[src/sv/tmpc_pkg.sv]
// ----------------------------------------------------------------------------
// tmpc_pkg: shared types and constants for the two-motor press counter
// Widths, reset values, register indexes and lane-to-lane control structs.
// ----------------------------------------------------------------------------
package tmpc_pkg;

	localparam int BUTTON_COUNT = 4;
	localparam int MOTOR_COUNT  = 2;
	localparam int TIMER_W_DEF  = 32;

	localparam int STEP_W  = 20;
	localparam int GAP_W   = 16;
	localparam int CNT_W   = 16;
	localparam int PRESS_W = 8;
	localparam int CFG_W   = 20;
	localparam int IDX_W   = 3;

	localparam int IN_DATA_W  = 16;
	localparam int OUT_DATA_W = 24;

	localparam logic [GAP_W-1:0] WINDOW_RST  = 16'd3000;
	localparam logic [GAP_W-1:0] MIN_GAP_RST = 16'd200;
	localparam logic [GAP_W-1:0] MAX_GAP_RST = 16'd600;

	typedef enum logic [IDX_W-1:0] {
		REG_M1_STEP = 3'd0,
		REG_M2_STEP = 3'd1,
		REG_WINDOW  = 3'd2,
		REG_MIN_GAP = 3'd3,
		REG_MAX_GAP = 3'd4
	} reg_idx_t;

	typedef enum logic [1:0] {
		DIR_STOP = 2'd0,
		DIR_UP   = 2'd1,
		DIR_DOWN = 2'd2
	} dir_t;

	// motor lane -> button lane
	typedef struct packed {
		logic halt;    // motor stopped this tick: clear tally
		logic enable;  // button is serviced this tick
	} btn_ctl_t;

	// button lane -> motor lane
	typedef struct packed {
		logic               release_hit; // window closed on release
		logic [PRESS_W-1:0] tally;       // tally at release
	} btn_evt_t;

endpackage

[src/sv/two_motor_press_count_travel.sv]
// ----------------------------------------------------------------------------
// two_motor_press_count_travel: press counter and timed travel for two motors
// One input beat per millisecond tick; one result beat per tick.
// ----------------------------------------------------------------------------
//
//  channel   dir  handshake         payload
//  s_*       in   tvalid/tready     tick: buttons, limits, emergency stop bits
//  m_*       out  tvalid/tready     drive bits and both press counts
//  cfg_*     in   cfg_we            register index + data, write only
//
//  One tick per clock while s_tready is high: the whole tick update (timer
//  aging, stop check, button service, start) runs in the cycle the beat is
//  taken, in four button lanes and two motor lanes, so a new tick may follow
//  every cycle. The result is registered in the output register, or in the
//  skid beat while m_tready is low; once the skid beat is full, s_tready drops.
//  The travel budget step*presses is registered per motor ahead of use.
//  arst_n clears all state but the merge data registers and loads the register defaults.
//
// ----------------------------------------------------------------------------
module two_motor_press_count_travel
	import tmpc_pkg::*;
#(
	parameter int TIMER_WIDTH = TIMER_W_DEF  // run timer width, 16..32
) (
	input  logic                  clk,
	input  logic                  arst_n,
	// tick in: [3:0] button_pressed, [7:4] limit_reached, [9:8] estop_bits
	input  logic                  s_tvalid,
	output logic                  s_tready,
	input  logic [IN_DATA_W-1:0]  s_tdata,
	// result out: [3:0] drive_bits, [11:4] motor1_presses, [19:12] motor2_presses
	output logic                  m_tvalid,
	input  logic                  m_tready,
	output logic [OUT_DATA_W-1:0] m_tdata,
	// register writes
	input  logic                  cfg_we,
	input  logic [IDX_W-1:0]      cfg_index,
	input  logic [CFG_W-1:0]      cfg_data
);

	logic [STEP_W-1:0] m1_step_q, m2_step_q;
	logic [STEP_W-1:0] m1_step_nxt, m2_step_nxt;
	logic [GAP_W-1:0]  window_q, min_gap_q, max_gap_q;

	logic                    accept;
	logic [3:0]              buttons, limits;
	logic [1:0]              force_bits;
	btn_ctl_t                ctl [BUTTON_COUNT];
	btn_evt_t                evt [BUTTON_COUNT];
	dir_t                    dir_n [MOTOR_COUNT];
	logic [PRESS_W-1:0]      presses_n [MOTOR_COUNT];

	assign accept     = s_tvalid && s_tready;
	assign buttons    = s_tdata[3:0];
	assign limits     = s_tdata[7:4];
	assign force_bits = s_tdata[9:8];

	// Registers. Step values feed the budget multiply in the write cycle too,
	// so the product is already current when the next tick arrives.
	always_ff @(posedge clk or negedge arst_n) begin
		if (!arst_n) begin
			m1_step_q <= '0;
			m2_step_q <= '0;
			window_q  <= WINDOW_RST;
			min_gap_q <= MIN_GAP_RST;
			max_gap_q <= MAX_GAP_RST;
		end else if (cfg_we) begin
			unique case (cfg_index)
				REG_M1_STEP: m1_step_q <= cfg_data;
				REG_M2_STEP: m2_step_q <= cfg_data;
				REG_WINDOW:  window_q  <= cfg_data[GAP_W-1:0];
				REG_MIN_GAP: min_gap_q <= cfg_data[GAP_W-1:0];
				REG_MAX_GAP: max_gap_q <= cfg_data[GAP_W-1:0];
				default:     ;  // unmapped index, dropped
			endcase
		end
	end

	assign m1_step_nxt = (cfg_we && cfg_index == REG_M1_STEP) ? cfg_data : m1_step_q;
	assign m2_step_nxt = (cfg_we && cfg_index == REG_M2_STEP) ? cfg_data : m2_step_q;

	// Button lanes: up1, down1, up2, down2.
	for (genvar b = 0; b < BUTTON_COUNT; b++) begin : g_btn
		tmpc_btn_lane u_btn (
			.clk        (clk),
			.arst_n     (arst_n),
			.accept     (accept),
			.btn        (buttons[b]),
			.ctl        (ctl[b]),
			.window_ms  (window_q),
			.min_gap_ms (min_gap_q),
			.max_gap_ms (max_gap_q),
			.evt        (evt[b])
		);
	end

	// Motor lanes; each owns the two buttons and limits of its motor.
	tmpc_motor_lane #(.TIMER_WIDTH(TIMER_WIDTH)) u_motor1 (
		.clk        (clk),
		.arst_n     (arst_n),
		.accept     (accept),
		.limit      (limits[1:0]),
		.estop      (force_bits[0]),
		.step_nxt   (m1_step_nxt),
		.evt        (evt[0:1]),
		.ctl        (ctl[0:1]),
		.dir_n      (dir_n[0]),
		.presses_n  (presses_n[0])
	);

	tmpc_motor_lane #(.TIMER_WIDTH(TIMER_WIDTH)) u_motor2 (
		.clk        (clk),
		.arst_n     (arst_n),
		.accept     (accept),
		.limit      (limits[3:2]),
		.estop      (force_bits[1]),
		.step_nxt   (m2_step_nxt),
		.evt        (evt[2:3]),
		.ctl        (ctl[2:3]),
		.dir_n      (dir_n[1]),
		.presses_n  (presses_n[1])
	);

	// Merge: build the result beat and hold it for the downstream side.
	tmpc_merge u_merge (
		.clk      (clk),
		.arst_n   (arst_n),
		.accept   (accept),
		.dir1     (dir_n[0]),
		.dir2     (dir_n[1]),
		.presses1 (presses_n[0]),
		.presses2 (presses_n[1]),
		.in_ready (s_tready),
		.m_tvalid (m_tvalid),
		.m_tready (m_tready),
		.m_tdata  (m_tdata)
	);

endmodule

[src/sv/tmpc_btn_lane.sv]
// ----------------------------------------------------------------------------
// tmpc_btn_lane: one button's press counting window
// Runs the window and gap timers, counts presses, reports a release.
// ----------------------------------------------------------------------------
module tmpc_btn_lane
	import tmpc_pkg::*;
(
	input  logic             clk,
	input  logic             arst_n,
	input  logic             accept,
	input  logic             btn,
	input  btn_ctl_t         ctl,
	input  logic [GAP_W-1:0] window_ms,
	input  logic [GAP_W-1:0] min_gap_ms,
	input  logic [GAP_W-1:0] max_gap_ms,
	output btn_evt_t         evt
);

	logic               counting_q;
	logic [CNT_W-1:0]   win_q, since_q;
	logic [PRESS_W-1:0] tally_q;

	logic [CNT_W-1:0]   win_i, since_i;
	logic [PRESS_W-1:0] tally_h;
	logic               c_n;
	logic [CNT_W-1:0]   w_n, s_n;
	logic [PRESS_W-1:0] t_n;
	logic               ok;

	always_comb begin
		win_i   = (counting_q && win_q != '1) ? win_q + 1'b1 : win_q;
		since_i = (counting_q && since_q != '1) ? since_q + 1'b1 : since_q;
		tally_h = ctl.halt ? '0 : tally_q;

		c_n = counting_q;
		w_n = win_i;
		s_n = since_i;
		t_n = tally_h;
		ok  = 1'b0;
		evt.release_hit = 1'b0;
		evt.tally       = tally_h;

		if (btn) begin
			if (!counting_q) begin
				c_n = 1'b1;
				w_n = '0;
				s_n = '0;
				t_n = '0;
			end
			if (w_n <= window_ms) begin
				ok = (t_n == '0) || (s_n > min_gap_ms && s_n < max_gap_ms);
				if (ok) begin
					t_n = (t_n == '1) ? t_n : t_n + 1'b1;
					s_n = '0;
				end
			end
		end else if (counting_q && win_i > window_ms) begin
			c_n = 1'b0;
			t_n = '0;
			evt.release_hit = 1'b1;
		end
	end

	always_ff @(posedge clk or negedge arst_n) begin
		if (!arst_n) begin
			counting_q <= 1'b0;
			win_q      <= '0;
			since_q    <= '0;
			tally_q    <= '0;
		end else if (accept) begin
			// a skipped button still ages and still loses its tally on a halt
			counting_q <= ctl.enable ? c_n : counting_q;
			win_q      <= ctl.enable ? w_n : win_i;
			since_q    <= ctl.enable ? s_n : since_i;
			tally_q    <= ctl.enable ? t_n : tally_h;
		end
	end

endmodule

[src/sv/tmpc_motor_lane.sv]
// ----------------------------------------------------------------------------
// tmpc_motor_lane: one motor's run control
// Stop check, start from its two buttons, run timer and travel budget.
// ----------------------------------------------------------------------------
module tmpc_motor_lane
	import tmpc_pkg::*;
#(
	parameter int TIMER_WIDTH = TIMER_W_DEF
) (
	input  logic               clk,
	input  logic               arst_n,
	input  logic               accept,
	input  logic [1:0]         limit,     // bit0 top, bit1 bottom
	input  logic               estop,
	input  logic [STEP_W-1:0]  step_nxt,  // step register incl. a write this cycle
	input  btn_evt_t           evt [2],   // [0] up button, [1] down button
	output btn_ctl_t           ctl [2],
	output dir_t               dir_n,
	output logic [PRESS_W-1:0] presses_n
);

	localparam int PROD_W = STEP_W + PRESS_W;
	localparam int CMP_W  = (TIMER_WIDTH > PROD_W) ? TIMER_WIDTH : PROD_W;

	dir_t                   dir_q;
	logic [TIMER_WIDTH-1:0] run_q;
	logic [PRESS_W-1:0]     presses_q;
	logic [PROD_W-1:0]      prod_q;    // step * presses, precomputed

	logic                   running, lim_hit, over, stop;
	logic [TIMER_WIDTH-1:0] run_inc, run_n;
	logic [PRESS_W-1:0]     presses_upd;
	dir_t                   dir_a;

	always_comb begin
		running = (dir_q != DIR_STOP);
		run_inc = (running && run_q != '1) ? run_q + 1'b1 : run_q;
		unique case (dir_q)
			DIR_UP:   lim_hit = limit[0];
			DIR_DOWN: lim_hit = limit[1];
			default:  lim_hit = 1'b0;
		endcase
		over = CMP_W'(run_inc) > CMP_W'(prod_q);
		stop = estop || (running && (lim_hit || over));

		dir_a     = stop ? DIR_STOP : dir_q;
		dir_n     = dir_a;
		run_n     = stop ? '0 : run_inc;
		presses_n = stop ? '0 : presses_q;

		ctl[0].halt   = stop;
		ctl[1].halt   = stop;
		ctl[0].enable = (dir_a == DIR_STOP);

		// up button first; a start there locks out the down button
		if (ctl[0].enable && evt[0].release_hit && evt[0].tally != '0) begin
			presses_n = evt[0].tally;
			if (!limit[0]) begin
				dir_n = DIR_UP;
				run_n = '0;
			end
		end
		ctl[1].enable = (dir_n == DIR_STOP);
		if (ctl[1].enable && evt[1].release_hit && evt[1].tally != '0) begin
			presses_n = evt[1].tally;
			if (!limit[1]) begin
				dir_n = DIR_DOWN;
				run_n = '0;
			end
		end
	end

	assign presses_upd = accept ? presses_n : presses_q;

	always_ff @(posedge clk or negedge arst_n) begin
		if (!arst_n) begin
			dir_q     <= DIR_STOP;
			run_q     <= '0;
			presses_q <= '0;
			prod_q    <= '0;
		end else begin
			if (accept) begin
				dir_q     <= dir_n;
				run_q     <= run_n;
				presses_q <= presses_n;
			end
			prod_q <= PROD_W'(step_nxt) * PROD_W'(presses_upd);
		end
	end

	// a running motor always has a nonzero press count
	a_run_has_presses: assert property (@(posedge clk) disable iff (!arst_n)
		dir_q != DIR_STOP |-> presses_q != '0)
		else $error("motor running with zero press count");

	// nothing can restart a motor in the tick that halted it
	a_halt_stops: assert property (@(posedge clk) disable iff (!arst_n)
		(accept && stop) |=> dir_q == DIR_STOP)
		else $error("motor restarted in the tick it halted");

endmodule

[src/sv/tmpc_merge.sv]
// ----------------------------------------------------------------------------
// tmpc_merge: combine lane results into one output beat
// Packs drive bits and press counts; output register plus skid stage.
// ----------------------------------------------------------------------------
module tmpc_merge
	import tmpc_pkg::*;
(
	input  logic                  clk,
	input  logic                  arst_n,
	input  logic                  accept,
	input  dir_t                  dir1,
	input  dir_t                  dir2,
	input  logic [PRESS_W-1:0]    presses1,
	input  logic [PRESS_W-1:0]    presses2,
	output logic                  in_ready,
	output logic                  m_tvalid,
	input  logic                  m_tready,
	output logic [OUT_DATA_W-1:0] m_tdata
);

	logic [3:0]            drive;
	logic [OUT_DATA_W-1:0] beat;
	logic                  out_v_q, skid_v_q;
	logic [OUT_DATA_W-1:0] out_q, skid_q;
	logic                  take;

	always_comb begin
		drive = {dir2 == DIR_DOWN, dir2 == DIR_UP, dir1 == DIR_DOWN, dir1 == DIR_UP};
		beat  = {4'b0, presses2, presses1, drive};
	end

	assign take     = out_v_q && m_tready;
	assign in_ready = !skid_v_q;
	assign m_tvalid = out_v_q;
	assign m_tdata  = out_q;

	always_ff @(posedge clk or negedge arst_n) begin
		if (!arst_n) begin
			out_v_q  <= 1'b0;
			skid_v_q <= 1'b0;
		end else if (take || !out_v_q) begin
			if (skid_v_q) begin
				out_v_q  <= 1'b1;
				skid_v_q <= 1'b0;
			end else begin
				out_v_q <= accept;
			end
		end else if (accept) begin
			skid_v_q <= 1'b1;
		end
	end

	always_ff @(posedge clk) begin
		if (take || !out_v_q) begin
			out_q <= skid_v_q ? skid_q : beat;
		end else if (accept) begin
			skid_q <= beat;
		end
	end

	a_skid_behind_out: assert property (@(posedge clk) disable iff (!arst_n)
		skid_v_q |-> out_v_q)
		else $error("skid stage full while output register empty");

	a_stall_to_skid: assert property (@(posedge clk) disable iff (!arst_n)
		(accept && out_v_q && !m_tready) |=> skid_v_q)
		else $error("beat accepted under stall did not land in skid");

endmodule
[config.mk]
export PLATFORM = sky130hd
export DESIGN_NAME = two_motor_press_count_travel
export DESIGN_NICKNAME = d
export VERILOG_FILES = /design/src/sv/tmpc_pkg.sv /design/src/sv/two_motor_press_count_travel.sv /design/src/sv/tmpc_btn_lane.sv /design/src/sv/tmpc_motor_lane.sv /design/src/sv/tmpc_merge.sv
export SDC_FILE = /design/constraint.sdc
export NUM_CORES = 2
export LEC_CHECK = 0
export BUFFER_PORTS_ARGS = -buffer_cell sky130_fd_sc_hd__buf_4
export CORE_ASPECT_RATIO = 1.2
export CORE_UTILIZATION = 60
export CTS_CLUSTER_DIAMETER = 60
export DETAILED_ROUTE_END_ITERATION = 8
export PLACE_DENSITY = 0.74
export SYNTH_ARGS = -nofsm -noshare
export SYNTH_HDL_FRONTEND = slang
export SYNTH_SLANG_ARGS = --single-unit
export TNS_END_PERCENT = 1
[constraint.sdc]
create_clock -name clk -period 26.3 [get_ports clk]
set_input_delay 0 -clock clk [delete_from_list [all_inputs] [get_ports clk]]
set_output_delay 0 -clock clk [all_outputs]
set_load 0.1 [all_outputs]
# Word-level counts from Yosys, hierarchy flattened
# Index checks and enable logic that the tools add are counted.
# classes
magnitude_cmp	18
mul	2
mux	138
add_sub_neg	14
reduce_logical	73
n_bitwise	1
n_eq_ne	26
# ops
cell	count
16-bit 2-to-1 mux	48
32-bit 2-to-1 mux	12
8-bit 2-to-1 mux	44
16-bit by 1-bit adder with 16-bit output (second input constant)	8
16-bit greater-than comparator	8
16-bit inequality test (second input constant)	8
32-bit by 1-bit adder with 32-bit output (second input constant)	2
32-bit by 28-bit greater-than comparator with 1-bit output	2
16-bit <= comparator	4
16-bit < comparator	4
32-bit inequality test (second input constant)	2
20-bit 2-to-1 mux	3
20-bit by 8-bit multiplier with 28-bit output	2
8-bit by 1-bit adder with 8-bit output (second input constant)	4
8-bit == test (second input constant)	4
1-bit logical AND	32
8-bit zero test	4
8-bit nonzero test	4
2-bit 2-to-1 mux	10
1-bit 2-to-1 mux	19
2-bit nonzero test	7
2-bit AND reduction	6
3-bit AND reduction	4
1-bit logical OR	9
other kinds (10)	22
# word_totals
ff_bits	434
out_inout_bits	26
inputBits	44

# Depth between registers and ports, before layout
# depth
word_depth	18
mapped_depth	44

# Modules after synthesis
# Synthesis repeated with hierarchy kept, for this count alone.
# unflattened
hier_cells	5079
hier_area_um2	44126.1
# by_module_without_submodules
module	cells_per_inst	instances	area_each_um2
tmpc_btn_lane	606	4	4662.0
tmpc_motor_lane (u_motor1)	1354	1	11169.5
tmpc_motor_lane (u_motor2)	1009	1	9117.5
two_motor_press_count_travel	212	1	3562.2
tmpc_merge	80	1	1629.1

# Least setup slack after synthesis
# Ideal clock, no wire load.
# synth_timing
path_kind	reg-to-reg
start	register u_motor1.run_q[2]
end	register u_motor1.prod_q[26]
path_slack_ps	16592
setup_time_ps	122
n_path_buf	3
path_stages_with_launch	40
period_less_slack_ps	9708
t_arrival_ps	9586
t_required_ps	26178
path_cell_list	dfrtp_1 clkbuf_1 and4_1 nand2_1 or4b_2 a311o_1 nor3_1 nand2_1 nor2_1 xor2_1 ha_1 nand3_1 nor4_1 nand3_1 nor2b_1 a31oi_1 a31o_2 buf_2 [... 4 more ...] nor2_1 fa_1 fa_1 fa_1 inv_1 fa_1 inv_1 ha_1 o21a_1 o21ai_0 o31ai_1 nor3_1 o31ai_1 nand4_1 a31oi_1 o21a_1 nor2_1 xnor2_1
# synth_rtl
element	line_no	source
from (decl)	tmpc_motor_lane.sv:26	logic [TIMER_WIDTH-1:0] run_q;
from (signal assigned)	tmpc_motor_lane.sv:84	run_q <= run_n;
to (signal assigned)	tmpc_motor_lane.sv:87	prod_q <= PROD_W'(step_nxt) * PROD_W'(presses_upd);
to (decl)	tmpc_motor_lane.sv:28	logic [PROD_W-1:0] prod_q;

# Worst setup path after layout
# layout_timing
start	register u_motor1.run_q[2]
end	register u_motor1.prod_q[27]
# layout_between
elab_chain_cells	18
elab_cells_between_ends	26
classes_between	1 x add/sub; 1 x mul; 1 x order compare; 1 x eq/ne; 10 x mux; 12 x reduce/logical
# layout_rtl
element	line_no	source
parallel branches: the longest is 2 deep, another holds 32-bit by 1-bit adder with 32-bit output	n/a	
32-bit 2-to-1 mux (*)	tmpc_motor_lane.sv:37	run_inc = (running && run_q != '1) ? run_q + 1'b1 : run_q;
32-bit by 28-bit greater-than comparator with 1-bit output (*)	tmpc_motor_lane.sv:43	over = CMP_W'(run_inc) > CMP_W'(prod_q);
1-bit logical OR (*)	tmpc_motor_lane.sv:44	stop = estop || (running && (lim_hit || over));
1-bit logical AND (*)	tmpc_motor_lane.sv:44	
1-bit logical OR (*)	tmpc_motor_lane.sv:44	
2-bit 2-to-1 mux	tmpc_motor_lane.sv:46	dir_a = stop ? DIR_STOP : dir_q;
2-bit zero test	tmpc_motor_lane.sv:53	ctl[0].enable = (dir_a == DIR_STOP);
1-bit logical AND (2 in series)	tmpc_motor_lane.sv:56	if (ctl[0].enable && evt[0].release_hit && evt[0].tally != '0) begin
2-bit 2-to-1 mux	tmpc_motor_lane.sv:56	
2-bit zero test	tmpc_motor_lane.sv:63	ctl[1].enable = (dir_n == DIR_STOP);
1-bit logical AND (2 in series)	tmpc_motor_lane.sv:64	if (ctl[1].enable && evt[1].release_hit && evt[1].tally != '0) begin
8-bit 2-to-1 mux (*)	tmpc_motor_lane.sv:64	
8-bit 2-to-1 mux (*)	tmpc_motor_lane.sv:73	assign presses_upd = accept ? presses_n : presses_q;
named net u_motor1.presses_upd[7]	tmpc_motor_lane.sv:32	logic [PRESS_W-1:0] presses_upd;
20-bit by 8-bit multiplier with 28-bit output (*)	tmpc_motor_lane.sv:87	
# Mark *: on every way through the listed nets, which the timed path passes.
# A chain may end at the register's enable or synchronous reset.

==> flow_metrics.env <==
export IMPL_finalNonFillerCells=5591
export IMPL_placed_area_um2=41240
export IMPL_max_stage_delay_ns=0.69
export IMPL_cts_num_sinks=434
export IMPL_grt_pass1_vias=33490
export IMPL_final_common_cell="nor2_1"
export IMPL_cp_startpoint="u_motor1.run_q[2]"
export IMPL_grt_overflow=0
export IMPL_dp_cells=5447
export IMPL_whs_ns=0.02221
export IMPL_clk_pin_slew_ns=0.06
export IMPL_cts_buffer_depth=3
export IMPL_ff2ff_setup_slack_ns=14.18
export IMPL_synthFlopType="dfrtp_1"
export IMPL_die_x_um=237.6
export IMPL_initial_core_util=0.6070
export IMPL_postCtsSetupBuffers=0
export IMPL_period_needed_ns=12.12
export IMPL_grt_usage=0.3214
export IMPL_grt_max_degree=96
export IMPL_cts_tree="yes"
export IMPL_path_max_fanout=22
export IMPL_yosys_area_top_type="dfrtp_1"
export IMPL_core_area_um2=65850
export IMPL_synth_top_area_share=0.2379
export IMPL_vdd_drop_max_mv=0.07022
export IMPL_grt_pass1_wl_um=173500
export IMPL_power_mw=2.984
export IMPL_setup_tns_final_ns=0
export IMPL_synth_edf_count=40
export IMPL_hold_path_class="in2async"
export IMPL_first_pass_iters=7
export IMPL_htree_levels=2
export IMPL_fin_crit_sh=0.4610
export IMPL_arrival_ns=12.67
export IMPL_skew_ns=0.03016
export IMPL_dieArea_um2=67670
export IMPL_hold_viol_final=0
export IMPL_fin_area_um2=43450
export IMPL_drive_above_1_share=0.06533
export IMPL_start_kind="register"
export IMPL_drcViolationCount=0
export IMPL_async_flop_share=0.9078
export IMPL_die_h_um=284.8
export IMPL_cts_root_buf="clkbuf_16"
export IMPL_drtIter0Drc=2391
export IMPL_clock_latency_ns=0.62
export IMPL_yosys_register_bits=434
export IMPL_post_drt_wl_per_cell_um=19.08
export IMPL_viasPerCell=6.045
export IMPL_p_per_area_nw_per_um2=68.68
export IMPL_cts_made_buffers=52
export IMPL_placementRows=103
export IMPL_nets=5343
export IMPL_routed_via_count=33800
export IMPL_synth_seq_area_share=0.2771
export IMPL_synth_cell_type_count=104
export IMPL_ios=70
export IMPL_yosys_warnings=0
export IMPL_worst_slew_pin_slew_ns=1.221
export IMPL_final_cell_mix="526 x nor2_1, 518 x inv_1, 510 x nand2_1"
export IMPL_syn_inst=4605
export IMPL_dp_final_hpwl_um=78940
export IMPL_ant_nets=0
export IMPL_cp_end_kind="register"
export IMPL_p_leak_nw=21.64
export IMPL_numPortBuffers=59
export IMPL_antenna_cells=0
export IMPL_status="finished clean"
export IMPL_hold_buffers=46
export IMPL_routed_wl_um=106700
export IMPL_required_ns=26.84
export IMPL_max_freq_mhz=82.48
export IMPL_cap_violations=0
export IMPL_critPathKind="reg2reg"
export IMPL_cp_slowest_cell="o31a_1"
export IMPL_area_growth_syn_to_layout_pct=8.692
export IMPL_finalMaxSlewViolations=0
export IMPL_reg2reg_from="u_motor1.run_q[2]"
export IMPL_post_cts_resized=0
export IMPL_crit_path_frequent_cell="fa_1"
export IMPL_antenna_found_initial=4
export IMPL_setup_viol=0
export IMPL_finalWeightedCongestion=0.9612
export IMPL_ys_top_cells_by_area="dfrtp_1 24%, ha_1 13%, fa_1 11%"
export IMPL_netlist_area_um2=39980
export IMPL_avgSynthCellArea_um2=8.681
export IMPL_slew_headroom=0.1854
export IMPL_rsz0062_at_grt="false"
## synth_stat cells, drive strengths merged (10+ instances only)
master,n
nand3,127
dfstp,14
xnor2,116
nand2b,46
a21oi,143
xor2,85
or3,21
or2,21
nor2,531
dfrtp,380
o21ai,252
edfxtp,40
a211o,15
and2,41
o21a,37
nor2b,39
ha,428
nor4,27
nor3b,12
a211oi,24
o211ai,17
and4,24
fa,216
inv,531
a21o,89
o41ai,10
mux2i,55
a2bb2oi,11
a21boi,10
a32o,18
and3,69
a31oi,28
nor3,78
nand4,106
buf,44
mux2,34
clkbuf,103
a22o,30
nand2,512
o31a,12
o31ai,80
## flip-flops by register name (all words and copies together), names as in the netlist, 16 cells and up
register and cells:
window_q 16, m1_step_q 20, u_motor2.prod_q 28, g_btn.u_btn.tally_q 32
u_motor2.run_q 32, u_motor1.run_q 32, u_motor1.prod_q 28, u_merge.m_tdata 20
u_merge.skid_q 20, min_gap_q 16, g_btn.u_btn.win_q 64, m2_step_q 20
g_btn.u_btn.since_q 64, max_gap_q 16
## worst max-delay path, delay by kind of cell (launching register included)
| family | cells | cell delay [ns] |
|---|---|---|
| buffers and inverters | 2 | 0.32 |
| and+or+nand+nor | 14 | 4.04 |
| AOI/OAI and AO/OA | 12 | 4.11 |
| DFF | 1 | 0.48 |
| xor gates and xnor gates | 2 | 0.30 |
| adders and majority gates | 6 | 2.73 |
## logic make-up after synthesis
kind of cell	count (synthesis)	synth area share
XOR/XNOR	201	0.04404
flip-flops	434	0.2771
AO/OA/AOI/OAI	875	0.1499
adder cells (fa/ha/maj)	644	0.2421
buffers and inverters	679	0.06601
multiplexers	89	0.02366
AND/OR/NAND/NOR	1682	0.1971
other	1	0.00009381
## metal layers
layer / wire [µm] / vias to the layer above / track usage
li1: - / 15930 / -
met1: 43440 / 16490 / 0.4051
met2: 50880 / 1089 / 0.5400
met3: 7781 / 289 / 0.06254
met4: 4544 / 8 / 0.1342
met5: 49 / - / 0
## through the flow
step / utilization / worst slack (ns)
2_1_floorplan: - / 16.59
3_3_place_gp: 0.6262 / 14.69
3_5_place_dp: 0.6262 / 14.49
4_1_cts: 0.6598 / 14.42
5_1_grt: 0.6598 / 13.56
6_report: 0.6598 / 14.18
## layout make-up
type	instances	area [µm²]
timing repair buffer	140	1174
multi-input combinational	3495	26340
clock buffer	79	1525
tap	892	1116
fill	5490	22400
clock inverter	19	224.0
sequential	434	11080
inverter	532	1998
## path summary, 6_finish.rpt
path / endpoint / depth (start not counted)
min reg2reg: g_btn[1].u_btn.win_q[10] / 1
max: u_motor1.prod_q[27] / 36
max reg2reg: u_motor1.prod_q[27] / 36
min: g_btn[2].u_btn.win_q[0] / 2
min in group clk: u_merge.skid_v_q / 4
max in group asynchronous: m2_step_q[11] / 4
## power breakdown
| group | internal, mW | switching (mW) | leakage [nW] |
|---|---|---|---|
| clock | 0.440 | 0.305 | 0.847 |
| combinational | 0.475 | 0.893 | 15.2 |
| sequential | 0.776 | 0.0940 | 5.59 |
| total | 1.69 | 1.29 | 21.6 |
No activity file was read; power rests on OpenSTA's default activity.
